`config.mk`:
```
export PLATFORM = sky130hd
export DESIGN_NAME = servo_status_packet_parser_core
export DESIGN_NICKNAME = d
export VERILOG_FILES = /design/src/ssp_pkg.sv /design/src/ssp_in_reg.sv /design/src/ssp_parser.sv /design/src/ssp_out_reg.sv /design/src/servo_status_packet_parser_core.sv
export SDC_FILE = /design/constraint.sdc
export NUM_CORES = 1
export LEC_CHECK = 0
export BUFFER_PORTS_ARGS = -buffer_cell sky130_fd_sc_hd__buf_2
export CORE_ASPECT_RATIO = 1.5
export CORE_MARGIN = 2
export CORE_UTILIZATION = 40
export DETAILED_ROUTE_END_ITERATION = 8
export PLACE_DENSITY = 0.62
export SYNTH_ARGS = -nofsm -noshare
export SYNTH_HDL_FRONTEND = slang
export SYNTH_HIERARCHICAL = 1
export SYNTH_SLANG_ARGS = --single-unit
```
`constraint.sdc`:
```
create_clock -name clk -period 3.8 [get_ports clk]
set_clock_uncertainty 0.1 [all_clocks]
set_input_delay 0.19 -clock clk [delete_from_list [all_inputs] [get_ports clk]]
set_output_delay 0.19 -clock clk [all_outputs]
set_load 0.05 [all_outputs]
```
`src/ssp_pkg.sv`:
```
`timescale 1ns / 1ps
package ssp_pkg;

  localparam logic [7:0] HEADER_BYTE  = 8'hFF;
  localparam int         LEN_BIAS     = 2;
  localparam int         BODY_MAX_DEF = 4;
  localparam int         BODY_SLOTS   = 3;

  typedef enum logic [2:0] {
    PH_HUNT1,
    PH_HUNT2,
    PH_ID,
    PH_LEN,
    PH_BODY,
    PH_CHECK
  } phase_t;

  typedef struct packed {
    logic [7:0]                 servo_id;
    logic [BODY_SLOTS-1:0][7:0] body;
    logic [1:0]                 body_count;
  } result_t;

endpackage

```
`src/ssp_in_reg.sv`:
```
`timescale 1ns / 1ps
module ssp_in_reg (
  input  logic       clk,
  input  logic       rst,
  input  logic       in_valid,
  output logic       in_stall,
  input  logic [7:0] rx_byte,
  input  logic       advance,
  output logic       q_valid,
  output logic [7:0] q_byte
);

  // hold the beat until the parser consumes it
  assign in_stall = q_valid && !advance;

  always_ff @(posedge clk) begin
    if (rst) begin
      q_valid <= 1'b0;
    end else if (!in_stall) begin
      q_valid <= in_valid;
    end
  end

  always_ff @(posedge clk) begin
    if (!in_stall && in_valid) begin
      q_byte <= rx_byte;
    end
  end

endmodule

```
`src/ssp_parser.sv`:
```
`timescale 1ns / 1ps
module ssp_parser #(
  parameter int BODY_MAX = ssp_pkg::BODY_MAX_DEF
) (
  input  logic            clk,
  input  logic            rst,
  input  logic            step,
  input  logic [7:0]      rx_data,
  output logic            hit,
  output ssp_pkg::result_t result
);

  localparam int EBW       = $clog2(BODY_MAX);
  localparam int LEN_LIMIT = ssp_pkg::LEN_BIAS + BODY_MAX;
  localparam int SLOTS     = ssp_pkg::BODY_SLOTS;

  ssp_pkg::phase_t phase;
  ssp_pkg::phase_t phase_next;
  logic [7:0]      packet_id;
  logic [EBW-1:0]  expected_body;
  logic [EBW-1:0]  body_index;
  logic [EBW-1:0]  index_inc;
  logic [7:0]      running_sum;
  logic [7:0]      body_store [SLOTS];
  logic            len_ok;
  logic            is_header;
  logic            sum_match;

  assign is_header = (rx_data == ssp_pkg::HEADER_BYTE);
  assign len_ok    = (rx_data >= 8'(ssp_pkg::LEN_BIAS)) && (rx_data < 8'(LEN_LIMIT));
  assign sum_match = (rx_data == ~running_sum);
  assign index_inc = EBW'(body_index + 1'b1);

  // next state
  always_comb begin
    phase_next = phase;
    case (phase)
      ssp_pkg::PH_HUNT1: begin
        if (is_header) phase_next = ssp_pkg::PH_HUNT2;
      end
      ssp_pkg::PH_HUNT2: begin
        phase_next = is_header ? ssp_pkg::PH_ID : ssp_pkg::PH_HUNT1;
      end
      ssp_pkg::PH_ID: begin
        phase_next = ssp_pkg::PH_LEN;
      end
      ssp_pkg::PH_LEN: begin
        if (!len_ok) begin
          phase_next = ssp_pkg::PH_HUNT1;
        end else if (rx_data == 8'(ssp_pkg::LEN_BIAS)) begin
          phase_next = ssp_pkg::PH_CHECK;
        end else begin
          phase_next = ssp_pkg::PH_BODY;
        end
      end
      ssp_pkg::PH_BODY: begin
        if (index_inc >= expected_body) phase_next = ssp_pkg::PH_CHECK;
      end
      ssp_pkg::PH_CHECK: begin
        phase_next = ssp_pkg::PH_HUNT1;
      end
      default: begin
        phase_next = ssp_pkg::PH_HUNT1;
      end
    endcase
  end

  // outputs: result on a matching checksum, absent body bytes read as zero
  always_comb begin
    hit               = 1'b0;
    result.servo_id   = packet_id;
    result.body_count = 2'(expected_body);
    for (int k = 0; k < SLOTS; k++) begin
      result.body[k] = ({2'b00, expected_body} > (EBW+2)'(k)) ? body_store[k] : 8'h00;
    end
    case (phase)
      ssp_pkg::PH_CHECK: hit = sum_match;
      default:           hit = 1'b0;
    endcase
  end

  always_ff @(posedge clk) begin
    if (rst) begin
      phase         <= ssp_pkg::PH_HUNT1;
      packet_id     <= '0;
      expected_body <= '0;
      body_index    <= '0;
      running_sum   <= '0;
    end else if (step) begin
      phase <= phase_next;
      case (phase)
        ssp_pkg::PH_ID: begin
          packet_id <= rx_data;
        end
        ssp_pkg::PH_LEN: begin
          if (len_ok) begin
            expected_body <= EBW'(rx_data - 8'(ssp_pkg::LEN_BIAS));
            body_index    <= '0;
            running_sum   <= packet_id + rx_data;
          end
        end
        ssp_pkg::PH_BODY: begin
          body_index  <= index_inc;
          running_sum <= running_sum + rx_data;
        end
        default: begin
        end
      endcase
    end
  end

  // only the first few body bytes leave the block, keep just those
  for (genvar k = 0; k < SLOTS; k++) begin : g_store
    always_ff @(posedge clk) begin
      if (step && (phase == ssp_pkg::PH_BODY) &&
          ({2'b00, body_index} == (EBW+2)'(k))) begin
        body_store[k] <= rx_data;
      end
    end
  end

endmodule

```
`src/ssp_out_reg.sv`:
```
`timescale 1ns / 1ps
module ssp_out_reg (
  input  logic             clk,
  input  logic             rst,
  input  logic             load,
  input  ssp_pkg::result_t result,
  output logic             out_valid,
  input  logic             out_stall,
  output logic [7:0]       servo_id,
  output logic [7:0]       body_first,
  output logic [7:0]       body_second,
  output logic [7:0]       body_third,
  output logic [1:0]       body_count
);

  ssp_pkg::result_t held;

  always_ff @(posedge clk) begin
    if (rst) begin
      out_valid <= 1'b0;
    end else if (load) begin
      out_valid <= 1'b1;
    end else if (!out_stall) begin
      out_valid <= 1'b0;
    end
  end

  always_ff @(posedge clk) begin
    if (load) begin
      held <= result;
    end
  end

  assign servo_id    = held.servo_id;
  assign body_first  = held.body[0];
  assign body_second = held.body[1];
  assign body_third  = held.body[2];
  assign body_count  = held.body_count;

endmodule

```
`src/servo_status_packet_parser_core.sv`:
```
`timescale 1ns / 1ps
// Status packet parser for a half-duplex serial servo bus. Feed it received
// bytes, one beat per byte; it finds two 0xFF header bytes, the id, the length
// byte L (taken only when 2 <= L < 2+BODY_MAX), L-2 body bytes and the
// checksum, and emits one result beat per packet whose checksum equals the
// inverted 8-bit sum of id, L and body. Bad lengths and bad checksums drop
// the packet silently and the parser hunts for a new header. It takes one
// byte every cycle; a result beat is offered after the checksum byte has
// passed the input register and the result register has loaded it. Only
// a checksum byte that completes a packet can be held up, and only while
// the previous result still sits unclaimed in the result register.

module servo_status_packet_parser_core #(
  parameter int BODY_MAX = ssp_pkg::BODY_MAX_DEF
) (
  input  logic       clk,
  input  logic       rst,
  input  logic       in_valid,
  output logic       in_stall,
  input  logic [7:0] rx_byte,
  output logic       out_valid,
  input  logic       out_stall,
  output logic [7:0] servo_id,
  output logic [7:0] body_first,
  output logic [7:0] body_second,
  output logic [7:0] body_third,
  output logic [1:0] body_count
);

  logic             q_valid;
  logic [7:0]       q_byte;
  logic             hit;
  logic             advance;
  ssp_pkg::result_t result;

  // Input register: one byte waits here while the parser looks at it.
  ssp_in_reg u_in_reg (
    .clk      (clk),
    .rst      (rst),
    .in_valid (in_valid),
    .in_stall (in_stall),
    .rx_byte  (rx_byte),
    .advance  (advance),
    .q_valid  (q_valid),
    .q_byte   (q_byte)
  );

  // Advance the parser on every held byte, except a byte that finishes a
  // packet while the result register is still full and stalled.
  assign advance = q_valid && (!hit || !out_valid || !out_stall);

  // Parser: phase machine, running checksum and the body byte slots.
  ssp_parser #(
    .BODY_MAX (BODY_MAX)
  ) u_parser (
    .clk     (clk),
    .rst     (rst),
    .step    (advance),
    .rx_data (q_byte),
    .hit     (hit),
    .result  (result)
  );

  // Result register: load a good packet, drop valid once the beat is taken.
  ssp_out_reg u_out_reg (
    .clk         (clk),
    .rst         (rst),
    .load        (advance && hit),
    .result      (result),
    .out_valid   (out_valid),
    .out_stall   (out_stall),
    .servo_id    (servo_id),
    .body_first  (body_first),
    .body_second (body_second),
    .body_third  (body_third),
    .body_count  (body_count)
  );

endmodule

```
# Word level (Yosys, flattened, before mapping)
# Memories as Yosys holds them, arrays and structs flattened. A register that Yosys moved wholly into a read port is not among the register bits.
# Cells that the tools add are included.
dict set report word_totals {
  elab_cells 89
  ff_bits 43
  mem_count 1
  ramBits 24
}
# memory depth width rd rd_clocked_by_memory_dff wr line_no
set mem_list {}
lappend mem_list {u_parser.body_store 3 8 3 3 1 ssp_parser.sv:24} ;# logic [7:0] body_store [SLOTS];
dict set report classes {
  n_eq_ne 14
  muxes 25
  n_reduce_logical 28
  magnitude_cmp 6
  add_sub_neg 4
  bitwise_logic 1
}
# op n
set ops {}
lappend ops {{$mux 8} 3}
lappend ops {{$add 8x8->8} 2}
lappend ops {{$pmux 8 s2} 1}
lappend ops {{$reduce_or 8->1} 2}
lappend ops {{$pmux 3 s5} 1}
lappend ops {{$mux 1} 12}
lappend ops {{$logic_and 1x1->1} 9}
lappend ops {{$mux 3} 3}
lappend ops {{$reduce_and 3->1} 3}
lappend ops {{$eq 8x2->1 const B} 1}
lappend ops {{$eq 8x8->1} 1}
lappend ops {{$eq 8x8->1 const B} 1}
lappend ops {{$ge 8x2->1 const B} 1}
lappend ops {{$logic_not 1->1} 8}
lappend ops {{$lt 8x3->1 const B} 1}
lappend ops {{$mux 2} 4}
lappend ops {{$ne 2x1->1 const B} 4}
lappend ops {{$not 8->8} 1}
lappend ops {{$eq 3x2->1 const B} 2}
lappend ops {{$eq 3x3->1 const B} 2}
lappend ops {{$gt 2x1->1 const B} 2}
lappend ops {{$pmux 2 s2} 1}
lappend ops {{$eq 3x1->1 const B} 1}
lappend ops {{$logic_not 3->1} 1}
lappend ops {{10 further kinds} 11}

# Depth between registers and ports, before layout
dict set report logic_depth {
  ltp_word 14
  mapped_depth 14
  depth_no_buf 12
}

# By module
# The synthesis kept the hierarchy.
# module cells_per_inst area_per_inst_um2 seq_area_each_um2 n_inst
set modules_own_cells {}
lappend modules_own_cells {ssp_parser 242 2482.4 1181.1 1}
lappend modules_own_cells {ssp_out_reg 37 1049.8 1041.0 1}
lappend modules_own_cells {ssp_in_reg 12 290.3 260.2 1}
lappend modules_own_cells {servo_status_packet_parser_core 4 18.8 0.0 1}

# Least setup slack after synthesis
# No wires, ideal clock.
dict set report synth_timing {
  kind {register -> register}
  start {reg u_in_reg.q_byte[1]}
  end {reg u_out_reg.held (netlist bit u_out_reg/body_count[0]), enable pin}
  arrival_time_ns 2.812
  required_time_ns 3.262
  period_less_slack_ns 3.350
  path_stages_with_launch 7
  n_path_buf 1
  setup_time_ns 0.438
  path_slack_ns 0.450
  path_cell_list {edfxtp_1 > buf_6 > xor2_1 > nand4_1 > nor3_1 > nand2_1 > a21oi_1}
}
dict set report synth_between {
  elab_chain_len 7
}
# item line_no
set synth_lines {}
lappend synth_lines {{from (decl)} ssp_in_reg.sv:10} ;# output logic [7:0] q_byte
lappend synth_lines {{from (signal assigned)} ssp_in_reg.sv:26} ;# q_byte <= rx_byte;
lappend synth_lines {{$eq 8x8->1 *} ssp_parser.sv:31} ;# assign sum_match = (rx_data == ~running_sum);
lappend synth_lines {{$mux 1 *} ssp_parser.sv:76} ;# case (phase)
lappend synth_lines {{net hit} servo_status_packet_parser_core.sv:32} ;# logic hit;
lappend synth_lines {{$logic_not 1->1} servo_status_packet_parser_core.sv:50} ;# assign advance = q_valid && (!hit || !out_valid || !out_stall);
lappend synth_lines {{$logic_or 1x1->1 (2 in a row)} servo_status_packet_parser_core.sv:50}
lappend synth_lines {{$logic_and 1x1->1} servo_status_packet_parser_core.sv:50}
lappend synth_lines {{$logic_and 1x1->1 *} servo_status_packet_parser_core.sv:68} ;# .load (advance && hit),
lappend synth_lines {{to (signal assigned)} ssp_out_reg.sv:30} ;# held <= result;
lappend synth_lines {{to (decl)} ssp_out_reg.sv:16} ;# ssp_pkg::result_t held;
# The timed path passes the listed nets; every way through them passes the cells marked *.
# A chain may end at the register's enable or synchronous reset.

# Worst setup path in the final report
dict set report layout_timing {
  start {reg u_in_reg.q_byte[1]}
  end {reg u_in_reg.q_byte[1], enable pin}
}
dict set report layout_between {
  elab_chain_len 10
}
# item line_no
set layout_lines {}
lappend layout_lines {{$eq 8x8->1} ssp_parser.sv:31}
lappend layout_lines {{$mux 1} ssp_parser.sv:76}
lappend layout_lines {{net hit} servo_status_packet_parser_core.sv:32}
lappend layout_lines {{$logic_not 1->1} servo_status_packet_parser_core.sv:50}
lappend layout_lines {{$logic_or 1x1->1 (2 in a row)} servo_status_packet_parser_core.sv:50}
lappend layout_lines {{$logic_and 1x1->1} servo_status_packet_parser_core.sv:50}
lappend layout_lines {{net advance} servo_status_packet_parser_core.sv:33} ;# logic advance;
lappend layout_lines {{$logic_not 1->1} ssp_in_reg.sv:14} ;# assign in_stall = q_valid && !advance;
lappend layout_lines {{$logic_and 1x1->1} ssp_in_reg.sv:14}
lappend layout_lines {{$logic_not 1->1} -}
lappend layout_lines {{$logic_and 1x1->1} ssp_in_reg.sv:25} ;# if (!in_stall && in_valid) begin
# The timed path passes the listed nets, and every way through them passes these cells.

==> metrics.csv <==
stage,metric,value,unit
outcome,outcome,"finished, final reports clean",
floorplan,dieWidth,84.0,um
critical_path,worst_setup_path_end_kind,flip-flop,
critical_path,setup.worst_path.class,flip-flop to flip-flop,
cts,worstSkewPairLatency,0.33,ns
cts,cts_tree,yes,
synthesis,yosys.area.top_type,sky130_fd_sc_hd__edfxtp_1,
synthesis,postSynth.topFlopCell,sky130_fd_sc_hd__edfxtp_1,
sta,finalWorstPathRequiredPeriod,3.03,ns
critical_path,worst_setup_path_start_kind,flip-flop,
drt,detail_route.drc_violations,0,
critical_path,critical_path_peak_fanout,11,
cts,cts_hold_buf,9,
finish,n_fill_cell,857,
sta,fin_tns_setup,0,ns
critical_path,timing.rr.start,u_in_reg/q_byte[1],
synthesis,synth_compound_gate_area_share,6.42,%
synthesis,register_bit_count_reported_by_yosys,91,
synthesis,synth.mux.area_fraction,3.65,%
cts,cts_num_sinks,91,
global_routing,grt_use_total,15.2,%
global_routing,grt_pass1_wl,11900,um
synthesis,yosys_warnings,6,
synthesis,number_of_synthesized_flops_with_an_enable_pin,66,
global_routing,antenna_found_initial,0,
floorplan,die_area,10400,um2
synthesis,ys_seq_area_share,64.6,%
drt,routed-via-count,2407,
power,seq_power_share,55.9,%
sta,final-hold-violation-count,0,
finish,layout-area-overhead-vs-synth,18.1,%
power,pwr-share-clk,41.2,%
power,p_switching,399,uW
finish,multi_input_area,1260,um2
drt,avgViaCountPerCell,5.10,
drt,antenna_violating_nets_post_route,0,
finish,layout.cells.most_common,sky130_fd_sc_hd__edfxtp_1,
floorplan,ios,48,
power,power.combinational.fraction,2.9,%
power,power_density,426,nW/um2
sta,rsz0062_at_grt,false,
synthesis,synth_top_family_by_area,simple AND/OR/NAND/NOR gates,
worst_hold_path,worst_hold_path_type,primary input to flip-flop,
power,design_power_total,1.93,mW
synthesis,synthAdderAreaFrac,4.43,%
drt,finalWirelength,7330,um
sta,layout_worst_path_cycle_share,79.6,%
sta,report.final.slew_viol_count,0,
cts,cts_root_buf,sky130_fd_sc_hd__clkbuf_16,
synthesis,yosys.area_share.xor_xnor,2.96,%
drt,detail_route.first_pass.iterations,4,
global_routing,grt_start_max_net_pins,34,
drt,drt_iter0_drc,154,
critical_path,register_to_register_setup_slack,0.77,ns
sta,slew_margin_rel,36.3,%
critical_path,critPathArrivalTime,2.88,ns
placed_design,post_dp_hpwl,5100,um
synthesis,post_synth_instance_area,3840,um2
floorplan,core_region_area,9310,um2
floorplan,num_rows,43,
finish,final_layout_size_suffix_gt1_share,20.6,%
critical_path,critical_path.cell_chain,xor2_1 > nand4_1 > nor3_1 > a31oi_1 > nor2b_4 > nor2b_1,
global_routing,first_global_vias,2399,
critical_path,critical-path-max-stage-delay,0.76,ns
sta,finalSetupViolCount,0,
cts,clk_path_buf_depth,2,
cts,cts-htree-levels,3,
critical_path,worstSetupStartpoint,u_in_reg/q_byte[1],
sta,tightest_slew,0.954,ns
flow_run,maxCapViolations,0,
power,swShare,20.6,%
sta,whs,0.0859,ns
sta,fmax,331,MHz
critical_path,crit_slowest_cell,sky130_fd_sc_hd__nor2b_1,
cts,cts_buffers,9,
finish,diodes_inserted,0,
synthesis,synthCells,295,
synthesis,leading_cell_types_by_total_area_after_synthesis,"sky130_fd_sc_hd__edfxtp_1 (52%), sky130_fd_sc_hd__dfxtp_1 (13%), sky130_fd_sc_hd__ha_1 (3.9%)",
power,cellInternalPower,1.53,mW
synthesis,unique_masters_post_synth,53,
cts,path_clk_slew,0.06,ns
drt,wl_per_cell,15.5,um
worst_hold_path,launch_point_of_the_worst_hold_path,out_stall,
placed_design,globalplace.congestion,0.877,
critical_path,required,3.66,ns
finish,mostFrequentLayoutCells,"sky130_fd_sc_hd__edfxtp_1 (66), sky130_fd_sc_hd__buf_2 (47), sky130_fd_sc_hd__nand2_1 (29), sky130_fd_sc_hd__dfxtp_1 (25), sky130_fd_sc_hd__nor2_1 (21)",
synthesis,yosys.area.top_type_share,51.6,%
synthesis,synthSimpleGateAreaFrac,15.0,%
floorplan,start_util,41.3,%
placed_design,port_buffers,47,
finish,design.final.nets,380,
floorplan,chipHeight,124,um
global_routing,grt_overflow_total,0,
synthesis,mappedNetlistNets,320,
synthesis,postSynthAreaPerCell,13.0,um2
power,peakVddDrop,0.220,mV
cts,cts_post_setup_buffers_inserted,0,
power,power.static_leakage,1.75,nW
finish,regArea,2480,um2
synthesis,asyncSetResetFlopFracSynth,0,%
cts,cts_resized,0,
==> per-layer routing <==
metal	GRT usage (%)	part of all wire [%]	up-vias
li1	-	-	1184
met5	0	0	-
met2	28.7	56	45
met1	15.9	39	1167
met4	7.86	2.5	0
met3	2.92	2.9	11
==> cell usage after synthesis (2+ instances only) <==
master,count
sky130_fd_sc_hd__mux2i_1,14
sky130_fd_sc_hd__or4_1,2
sky130_fd_sc_hd__xnor2_1,2
sky130_fd_sc_hd__a21o_1,3
sky130_fd_sc_hd__nand3_1,2
sky130_fd_sc_hd__nand2_1,29
sky130_fd_sc_hd__o21ai_0,3
sky130_fd_sc_hd__clkbuf_1,4
sky130_fd_sc_hd__ha_1,12
sky130_fd_sc_hd__nor3_1,7
sky130_fd_sc_hd__edfxtp_1,66
sky130_fd_sc_hd__dfxtp_1,25
sky130_fd_sc_hd__and3_1,12
sky130_fd_sc_hd__inv_1,10
sky130_fd_sc_hd__nor2_1,21
sky130_fd_sc_hd__and2_1,8
sky130_fd_sc_hd__o21ai_1,3
sky130_fd_sc_hd__nand4_1,3
sky130_fd_sc_hd__buf_6,2
sky130_fd_sc_hd__xor2_1,11
sky130_fd_sc_hd__nor2b_1,11
sky130_fd_sc_hd__nand3b_1,2
sky130_fd_sc_hd__a31oi_1,3
sky130_fd_sc_hd__a21oi_1,11
==> cell type report <==
cell class / count / area share [%]
Timing Repair Buffer: 59 / 7.66
Multi-Input combinational cell: 184 / 27.8
Tap cell: 112 / 3.09
Sequential cell: 91 / 54.7
Inverter: 10 / 0.827
Clock buffer: 11 / 5.13
Clock inverter: 5 / 0.827
==> registers in the layout, summed over array words and instances (netlist names), 2 cells and up <==
register / count
u_parser/body_store: 24
u_in_reg/q_byte: 8
u_parser/packet_id: 8
u_out_reg/body_count: 2
u_parser/phase: 3
u_parser/running_sum: 8
u_out_reg/body_second: 8
u_out_reg/body_third: 8
u_parser/body_index: 2
u_parser/expected_body: 2
u_out_reg/body_first: 8
u_out_reg/servo_id: 8
==> worst paths after layout <==
| kind | to | cells after the start |
|---|---|---|
| hold reg to reg | u_out_reg/servo_id[3] | 0 |
| hold / removal | u_out_reg/out_valid | 3 |
| setup / recovery | u_in_reg/q_byte[1] | 6 |
| setup reg to reg | u_in_reg/q_byte[1] | 6 |
==> power groups by stage <==
stage,logic [mW],clock network (mW),registers [mW]
after floorplan,0.0325,0,1.09
after global placement,0.0483,0,1.10
after detailed placement,0.0487,0,1.10
after CTS,0.0559,0.817,1.08
after global routing,0.0614,0.853,1.08
final,0.0559,0.797,1.08
==> worst max-delay path, delay by kind of cell (launching register included) <==
kind	cells	cell delay, ns
and+or+nand+nor	4	1.02
AOI/OAI and AO/OA	1	0.69
DFF	1	0.58
xor gates and xnor gates	1	0.24
==> per-stage QoR <==
stage | setup slack, ns | utilization [%] | instance area [um2] | instances
6_report | 0.774 | 48.8 | 4540 | 472
5_1_grt | 0.598 | 48.8 | 4540 | 472
4_1_cts | 0.774 | 48.8 | 4540 | 472
3_5_place_dp | 0.775 | 44.9 | 4180 | 447
3_3_place_gp | 0.840 | 44.9 | 4180 | 447
2_1_floorplan | 0.450 | - | 3840 | 295
==> cell families after synthesis <==
kind of cell,after synthesis
compound gates,36
xor+xnor,13
fa+ha+maj,13
buf+inv,20
flops,91
mux,14
simple gates,108
(Power assumes the default switching activity.)
